[src/design/s3tc_pkg.sv]
// shared types and constants for the s3tc block decoder
`timescale 1ns / 1ps

package s3tc_pkg;

  // block format codes
  localparam logic [1:0] FMT_DXT1 = 2'd0;
  localparam logic [1:0] FMT_DXT3 = 2'd1;
  localparam logic [1:0] FMT_DXT5 = 2'd2;

  // reciprocals for the alpha palette divides, scaled by 2^16
  localparam int unsigned RECIP_SHIFT = 16;
  localparam logic [13:0] RECIP7      = 14'd9363;
  localparam logic [13:0] RECIP5      = 14'd13108;

  // one compressed block request
  typedef struct packed {
    logic [1:0]  op;
    logic [15:0] endpoint_one;
    logic [15:0] endpoint_two;
    logic [31:0] colour_codes;
    logic [7:0]  alpha_one;
    logic [7:0]  alpha_two;
    logic [47:0] alpha_codes;
  } s3tc_in_t;

  // one decoded texel
  typedef struct packed {
    logic [31:0] texel;
    logic [3:0]  texel_index;
    logic        last;
  } s3tc_out_t;

  // per texel work handed from the issue stage to the datapath
  typedef struct packed {
    logic [7:0] lo_r;
    logic [7:0] lo_g;
    logic [7:0] lo_b;
    logic [7:0] hi_r;
    logic [7:0] hi_g;
    logic [7:0] hi_b;
    logic       four_mode;
    logic [1:0] code;
    logic       dxt5;
    logic [2:0] aidx;
    logic [7:0] a1;
    logic [7:0] a2;
    logic       a_gt;
    logic [3:0] index;
    logic       last;
  } s3tc_issue_t;

endpackage

[src/design/s3tc_texel_pipe.sv]
// three stage texel datapath: palette math, alpha divide, output register
`timescale 1ns / 1ps

module s3tc_texel_pipe
  import s3tc_pkg::*;
(
  input  logic        clk,
  input  logic        rst_n,
  input  logic        en,
  input  logic        issue_valid,
  input  s3tc_issue_t issue,
  output logic        out_valid,
  output s3tc_out_t   out_data
);

  localparam logic [1:0] AK_DIRECT = 2'd0;
  localparam logic [1:0] AK_DIV7   = 2'd1;
  localparam logic [1:0] AK_DIV5   = 2'd2;

  // middle colours of four-colour mode and the three-colour average
  function automatic logic [7:0] mid_from_lo(input logic [7:0] lo, input logic [7:0] hi);
    logic signed [8:0] d;
    logic signed [8:0] s;
    d = $signed({1'b0, hi}) - $signed({1'b0, lo});
    s = (d >>> 1) - (d >>> 3);
    return 8'($signed({1'b0, lo}) + s);
  endfunction

  function automatic logic [7:0] mid_from_hi(input logic [7:0] lo, input logic [7:0] hi);
    logic signed [8:0] d;
    logic signed [8:0] s;
    d = $signed({1'b0, hi}) - $signed({1'b0, lo});
    s = (d >>> 1) - (d >>> 3);
    return 8'($signed({1'b0, hi}) - s);
  endfunction

  function automatic logic [7:0] average(input logic [7:0] lo, input logic [7:0] hi);
    logic [8:0] sum;
    sum = {1'b0, lo} + {1'b0, hi} + 9'd1;
    return sum[8:1];
  endfunction

  typedef struct packed {
    logic [23:0] rgb;
    logic [7:0]  base_alpha;
    logic        dxt5;
    logic [1:0]  akind;
    logic [10:0] asum;
    logic [7:0]  adirect;
    logic [3:0]  index;
    logic        last;
  } s3tc_s2_t;

  s3tc_issue_t s1_r;
  logic        v1_r;
  s3tc_s2_t    s2_r, s2_nxt;
  logic        v2_r;
  s3tc_out_t   s3_r, s3_nxt;
  logic        v3_r;

  // stage 1: latch the issued texel
  always_ff @(posedge clk) begin
    if (!rst_n) begin
      v1_r <= 1'b0;
    end else if (en) begin
      v1_r <= issue_valid;
    end
  end

  always_ff @(posedge clk) begin
    if (en) begin
      s1_r <= issue;
    end
  end

  // stage 2 logic: colour pick and alpha weighted sum
  always_comb begin
    logic [7:0]  r, g, b;
    logic [3:0]  w1, w2;
    logic [10:0] p1, p2;
    r = 8'd0;
    g = 8'd0;
    b = 8'd0;
    s2_nxt.base_alpha = 8'hFF;
    unique case (s1_r.code)
      2'd0: begin
        r = s1_r.lo_r; g = s1_r.lo_g; b = s1_r.lo_b;
      end
      2'd1: begin
        r = s1_r.hi_r; g = s1_r.hi_g; b = s1_r.hi_b;
      end
      2'd2: begin
        if (s1_r.four_mode) begin
          r = mid_from_lo(s1_r.lo_r, s1_r.hi_r);
          g = mid_from_lo(s1_r.lo_g, s1_r.hi_g);
          b = mid_from_lo(s1_r.lo_b, s1_r.hi_b);
        end else begin
          r = average(s1_r.lo_r, s1_r.hi_r);
          g = average(s1_r.lo_g, s1_r.hi_g);
          b = average(s1_r.lo_b, s1_r.hi_b);
        end
      end
      2'd3: begin
        if (s1_r.four_mode) begin
          r = mid_from_hi(s1_r.lo_r, s1_r.hi_r);
          g = mid_from_hi(s1_r.lo_g, s1_r.hi_g);
          b = mid_from_hi(s1_r.lo_b, s1_r.hi_b);
        end else begin
          r = s1_r.hi_r; g = s1_r.hi_g; b = s1_r.hi_b;
          s2_nxt.base_alpha = 8'h00;
        end
      end
      default: begin
        r = s1_r.lo_r; g = s1_r.lo_g; b = s1_r.lo_b;
      end
    endcase
    s2_nxt.rgb = {r, g, b};

    // alpha palette entry as a weighted sum still to be divided
    w2 = {1'b0, s1_r.aidx} - 4'd1;
    if (s1_r.a_gt) begin
      w1 = 4'd8 - {1'b0, s1_r.aidx};
    end else begin
      w1 = 4'd6 - {1'b0, s1_r.aidx};
    end
    p1 = 11'(w1) * 11'(s1_r.a1);
    p2 = 11'(w2) * 11'(s1_r.a2);
    s2_nxt.asum    = p1 + p2;
    s2_nxt.akind   = AK_DIRECT;
    s2_nxt.adirect = 8'd0;
    priority if (s1_r.aidx == 3'd0) begin
      s2_nxt.adirect = s1_r.a1;
    end else if (s1_r.aidx == 3'd1) begin
      s2_nxt.adirect = s1_r.a2;
    end else if (s1_r.a_gt) begin
      s2_nxt.akind = AK_DIV7;
    end else if (s1_r.aidx == 3'd6) begin
      s2_nxt.adirect = 8'd0;
    end else if (s1_r.aidx == 3'd7) begin
      s2_nxt.adirect = 8'hFF;
    end else begin
      s2_nxt.akind = AK_DIV5;
    end

    s2_nxt.dxt5  = s1_r.dxt5;
    s2_nxt.index = s1_r.index;
    s2_nxt.last  = s1_r.last;
  end

  always_ff @(posedge clk) begin
    if (!rst_n) begin
      v2_r <= 1'b0;
    end else if (en) begin
      v2_r <= v1_r;
    end
  end

  always_ff @(posedge clk) begin
    if (en) begin
      s2_r <= s2_nxt;
    end
  end

  // stage 3 logic: divide by reciprocal multiply and pack argb
  always_comb begin
    logic [13:0] recip;
    logic [24:0] prod;
    logic [7:0]  alpha;
    if (s2_r.akind == AK_DIV7) begin
      recip = RECIP7;
    end else begin
      recip = RECIP5;
    end
    prod = 25'(s2_r.asum) * 25'(recip);
    if (s2_r.akind == AK_DIRECT) begin
      alpha = s2_r.adirect;
    end else begin
      alpha = prod[RECIP_SHIFT +: 8];
    end
    if (!s2_r.dxt5) begin
      alpha = s2_r.base_alpha;
    end
    s3_nxt.texel       = {alpha, s2_r.rgb};
    s3_nxt.texel_index = s2_r.index;
    s3_nxt.last        = s2_r.last;
  end

  always_ff @(posedge clk) begin
    if (!rst_n) begin
      v3_r <= 1'b0;
    end else if (en) begin
      v3_r <= v2_r;
    end
  end

  always_ff @(posedge clk) begin
    if (en) begin
      s3_r <= s3_nxt;
    end
  end

  assign out_valid = v3_r;
  assign out_data  = s3_r;

endmodule

[src/design/s3tc_block_decoder.sv]
// top level of the s3tc block decoder: block register, texel sequencer, datapath
`timescale 1ns / 1ps

// One request on the in_ channel is one compressed 4x4 block (DXT1, DXT3
// colour part, or DXT5). The block answers with sixteen requests on the out_
// channel, one texel each, in row order, carrying the ARGB word, the texel
// index and a last flag on the sixteenth.
// A block is held in a block register while a 4-bit counter issues one texel
// per cycle, save while the datapath is held, into a three stage datapath
// (colour pick and alpha sum, alpha divide, output register). The first texel
// passes the block register and the three datapath registers before it is
// valid. The next block is taken in the cycle the sixteenth texel of the
// previous one is issued, so blocks leave back to back, one texel per cycle.
// Reset clears the counter state and all valid bits; no block is pending.
// While out_stall is high with a texel waiting, the whole datapath and the
// sequencer hold, and in_stall is raised for as long as that lasts.

module s3tc_block_decoder
  import s3tc_pkg::*;
(
  input  logic      clk,
  input  logic      rst_n,
  input  logic      in_valid,
  output logic      in_stall,
  input  s3tc_in_t  in_data,
  output logic      out_valid,
  input  logic      out_stall,
  output s3tc_out_t out_data
);

  s3tc_in_t    blk_r;
  logic        busy_r;
  logic [3:0]  cnt_r;
  logic        adv;
  logic        issue_go;
  logic        in_take;
  s3tc_issue_t issue;
  logic [4:0]  coff;
  logic [5:0]  aoff;

  // pipeline moves when the output register is empty or being taken
  assign adv      = !out_valid || !out_stall;
  assign issue_go = busy_r && adv;
  assign in_stall = !(adv && (!busy_r || cnt_r == 4'd15));
  assign in_take  = in_valid && !in_stall;

  // block register and texel counter
  always_ff @(posedge clk) begin
    if (!rst_n) begin
      busy_r <= 1'b0;
      cnt_r  <= 4'd0;
    end else if (in_take) begin
      busy_r <= 1'b1;
      cnt_r  <= 4'd0;
    end else if (issue_go) begin
      cnt_r <= cnt_r + 4'd1;
      if (cnt_r == 4'd15) begin
        busy_r <= 1'b0;
      end
    end
  end

  always_ff @(posedge clk) begin
    if (in_take) begin
      blk_r <= in_data;
    end
  end

  // per texel fields: widened endpoints, mode and index bits
  assign coff = {cnt_r, 1'b0};
  assign aoff = 6'(cnt_r) * 6'd3;

  always_comb begin
    issue.lo_r = {blk_r.endpoint_one[4:0], blk_r.endpoint_one[4:2]};
    issue.lo_g = {blk_r.endpoint_one[10:5], blk_r.endpoint_one[10:9]};
    issue.lo_b = {blk_r.endpoint_one[15:11], blk_r.endpoint_one[15:13]};
    issue.hi_r = {blk_r.endpoint_two[4:0], blk_r.endpoint_two[4:2]};
    issue.hi_g = {blk_r.endpoint_two[10:5], blk_r.endpoint_two[10:9]};
    issue.hi_b = {blk_r.endpoint_two[15:11], blk_r.endpoint_two[15:13]};
    issue.four_mode = (blk_r.endpoint_one > blk_r.endpoint_two) || (blk_r.op != FMT_DXT1);
    issue.code  = blk_r.colour_codes[coff +: 2];
    issue.dxt5  = (blk_r.op == FMT_DXT5);
    issue.aidx  = blk_r.alpha_codes[aoff +: 3];
    issue.a1    = blk_r.alpha_one;
    issue.a2    = blk_r.alpha_two;
    issue.a_gt  = blk_r.alpha_one > blk_r.alpha_two;
    issue.index = cnt_r;
    issue.last  = (cnt_r == 4'd15);
  end

  // texel datapath
  s3tc_texel_pipe u_pipe (
    .clk         (clk),
    .rst_n       (rst_n),
    .en          (adv),
    .issue_valid (issue_go),
    .issue       (issue),
    .out_valid   (out_valid),
    .out_data    (out_data)
  );

endmodule
[config.mk]
export PLATFORM = sky130hd
export DESIGN_NAME = s3tc_block_decoder
export DESIGN_NICKNAME = d
export VERILOG_FILES = /design/src/design/s3tc_pkg.sv /design/src/design/s3tc_texel_pipe.sv /design/src/design/s3tc_block_decoder.sv
export SDC_FILE = /design/constraint.sdc
export NUM_CORES = 1
export LEC_CHECK = 0
export BUFFER_PORTS_ARGS = -buffer_cell sky130_fd_sc_hd__buf_2
export CORE_AREA = 2 2 221 223
export CTS_BUF_LIST = sky130_fd_sc_hd__clkbuf_4
export CTS_CLUSTER_SIZE = 30
export DETAILED_ROUTE_END_ITERATION = 10
export DIE_AREA = 0 0 223 225
export GPL_TIMING_DRIVEN = 0
export PLACE_DENSITY = 0.69
export SLEW_MARGIN = 20
export SYNTH_ARGS = -nofsm -noshare
export SYNTH_HDL_FRONTEND = slang
export SYNTH_HIERARCHICAL = 1
export SYNTH_SLANG_ARGS = --single-unit
[constraint.sdc]
create_clock -name clk -period 8.27 [get_ports clk]
set_clock_uncertainty 0.05 [all_clocks]
set_input_delay 1.2405 -clock clk [delete_from_list [all_inputs] [get_ports clk]]
set_output_delay 1.2405 -clock clk [all_outputs]
set_load 0.05 [all_outputs]
==> flow_metrics.py <==
metrics = {
    "synth": {
        "synthCells": 1821,
        "synthMuxAreaShare_pct": 3.294,
        "synth_xor_area_share_pct": 4.906,
        "synth-compound-area-share_pct": 9.694,
        "async_flop_share_pct": 0,
        "synth_top_family_by_area": "adder cells",
        "avgSynthCellArea_sq_um": 11.68,
        "synthSimpleGateAreaFrac_pct": 8.170,
        "synth_edf_count": 296,
        "synth_warnings": 6,
        "yosysUniqueCellTypes": 73,
        "synth_fa_ha_area_share_pct": 25.22,
        "yosysSeqAreaShare_pct": 42.54,
        "synth.cell_area_sq_um": 21270,
        "ys.flop_type": "edfxtp_1",
        "ys_seq_elements": 304,
    },
    "final_layout": {
        "drive_above_1_share_pct": 15.10,
        "regArea_sq_um": 9049,
        "syn_to_final_growth_pct": 13.02,
        "fillers": 4169,
        "final_cells": 2766,
        "layout_commonest_cell": "inv_1",
        "num-nets-final": 2582,
        "multi_input_area_sq_um": 10990,
        "layout_common_cells": "inv_1 (303), edfxtp_1 (296), ha_1 (232), buf_2 (172), fa_1 (123)",
        "final_cell_area_sq_um": 24040,
    },
    "place": {
        "dp_slack_ns": 1.634,
        "dp_hpwl_mm": 38.02,
        "place_area_sq_um": 23080,
        "port_buffers": 172,
        "dp_cells": 2627,
        "finalWeightedCongestion": 0.8849,
    },
    "routing": {
        "wl_met1_mm": 20.34,
        "detailroute.wirelength.met3_mm": 3.546,
        "post_drt_wl_per_cell_um": 17.36,
        "drt-initial-drc-count": 892,
        "routed_wl_mm": 48.03,
        "wl_met2_mm": 23.01,
        "ant_nets": 0,
        "viasPerCell": 5.186,
        "dr.pass1.iters": 6,
        "via_count": 14350,
        "drcViolationCount": 0,
        "highest_layer": "met5",
    },
    "floorplan": {
        "die_h_um": 225,
        "dieArea_sq_um": 50180,
        "chipWidth_um": 223,
        "ios": 173,
        "initial_utilization_pct": 44.74,
        "core-area_sq_um": 47550,
        "fp-row-count": 80,
    },
    "clocking": {
        "clk_transition_reported_paths_ns": 0.07,
        "postCtsHoldBufs": 0,
        "clockBufferDepth": 3,
        "clk-insertion-delay-late_ns": 0.80,
        "postCtsResizedCells": 0,
        "cts_setup_buffers": 0,
        "cts-root-buf": "clkbuf_4",
        "numCtsBuffers": 79,
        "cts.sink_count": 304,
        "cts_tree": "yes",
        "cts.htree.levels": 3,
    },
    "worst_hold_path": {
        "hp-class": "flip-flop to flip-flop",
        "hold_start": "u_pipe/s2_r[46]",
    },
    "grt": {
        "grt_max_degree": 87,
        "grt_pass1_vias": 15050,
        "grt-ovfl-total": 0,
        "grt_usage_pct": 19.93,
        "grt_pass1_wl_mm": 77.64,
        "antenna_found_initial": 11,
    },
    "timing": {
        "rsz0062_at_grt": "false",
        "finalSetupViolCount": 0,
        "finalCriticalPeriod_ns": 6.756,
        "relSlewSlack_pct": 26.72,
        "fin_ws_ns": 1.514,
        "max_slew.worst_pin.slew_ns": 1.095,
        "max_freq_ghz": 0.1480,
        "hold_viol": 0,
        "period_share_pct": 81.69,
        "drv_slew": 0,
    },
    "critical_path": {
        "critPathLaunchType": "flip-flop",
        "startpoint": "u_pipe/s2_r[25]",
        "r2r_slack_ns": 1.51,
        "crit-reg2reg-launch": "u_pipe/s2_r[25]",
        "cp.arrival_ns": 7.24,
        "cp_max_fo": 10,
        "critPathCaptureType": "flip-flop",
        "crit_type": "flip-flop to flip-flop",
        "crit_required_ns": 8.76,
    },
    "flow_run": {
        "max-cap-violations": 0,
    },
    "status": {
        "outcome": "finished clean",
    },
}
-- routing by layer --
| layer | up-vias | track usage, % |
|---|---|---|
| li1 | 6927 | - |
| met1 | 6855 | 24.98 |
| met2 | 461 | 33.60 |
| met3 | 88 | 5.267 |
| met4 | 14 | 6.603 |
| met5 | - | 0 |
-- path summary, 6_finish.rpt --
check	depth (start not counted)	end
worst max register to register	22	u_pipe/out_data[34]
worst min register to register	0	u_pipe/out_data[16]
worst min-delay path	0	u_pipe/out_data[16]
worst max-delay path	22	u_pipe/out_data[34]
-- sequential cells by signal, indices dropped and copies added (netlist names) --
register,count
busy_r,1
u_pipe/v2_r,1
u_pipe/out_valid,1
u_pipe/s2_r,52
u_pipe/out_data,37
u_pipe/v1_r,1
u_pipe/s1_r,77
cnt_r,4
blk_r,130
-- synth_stat cells (9+ instances only) --
cell	instances	area [sq um]
a21o_1	32	240.2
a21oi_1	108	540.5
and2_1	30	187.7
clkbuf_1	31	116.4
edfxtp_1	296	8889
fa_1	123	2462
ha_1	232	2903
inv_1	303	1137
mux4_1	15	394.1
mux4_2	10	225.2
nand2_1	98	367.9
nand2b_1	33	206.5
nand3_1	16	80.08
nor2_1	76	285.3
nor2b_1	42	262.8
nor3_1	12	60.06
o211ai_1	9	67.56
o21ai_0	58	290.3
o21bai_1	26	195.2
xnor2_1	75	656.9
xor2_1	39	341.6
-- cell families after synthesis --
group                    Yosys count
buffers and inverters            344
other                              2
adder cells (fa/ha/maj)          355
AND/OR/NAND/NOR                  348
XOR/XNOR                         116
AO/OA/AOI/OAI                    319
flip-flops                       304
multiplexers                      33
-- metrics by stage --
stage | util [%] | setup TNS (ns) | hold slack, ns
2_1_floorplan | - | 0 | 0.3503
3_3_place_gp | 48.29 | -111.34 | 0.3522
3_5_place_dp | 48.55 | 0 | 0.3545
4_1_cts | 50.54 | 0 | 0.3289
5_1_grt | 50.56 | 0 | 0.3398
6_report | 50.57 | 0 | 0.3327
-- final cells by class --
class	count	share of cell area [%]
timing repair buffer	176	4.007
multi-input combinational	1188	45.73
sequential	304	37.64
clock inverter	33	0.7858
buffer	39	0.6714
tap	615	3.201
clock buffer	101	3.154
antenna	5	0.05204
inverter	305	4.762
-- worst max-delay path, stage by stage, from the launching register on --
cell,delay [ns]
edfxtp_1,0.43
nor2b_1,0.37
clkbuf_1,0.45
nand2_1,0.20
nand2_1,0.18
ha_1,0.25
inv_1,0.07
fa_1,0.43
fa_1,0.55
inv_1,0.06
fa_1,0.52
inv_1,0.05
fa_1,0.52
inv_1,0.04
ha_1,0.33
a2111oi_0,0.39
o21ai_0,0.15
o21ai_0,0.17
o221ai_2,0.20
a31o_2,0.30
a21oi_2,0.15
xor2_1,0.08
a311oi_1,0.52
Power is not shown: default switching activity piles up to over one toggle a cycle in this logic, so the estimate is an artifact.
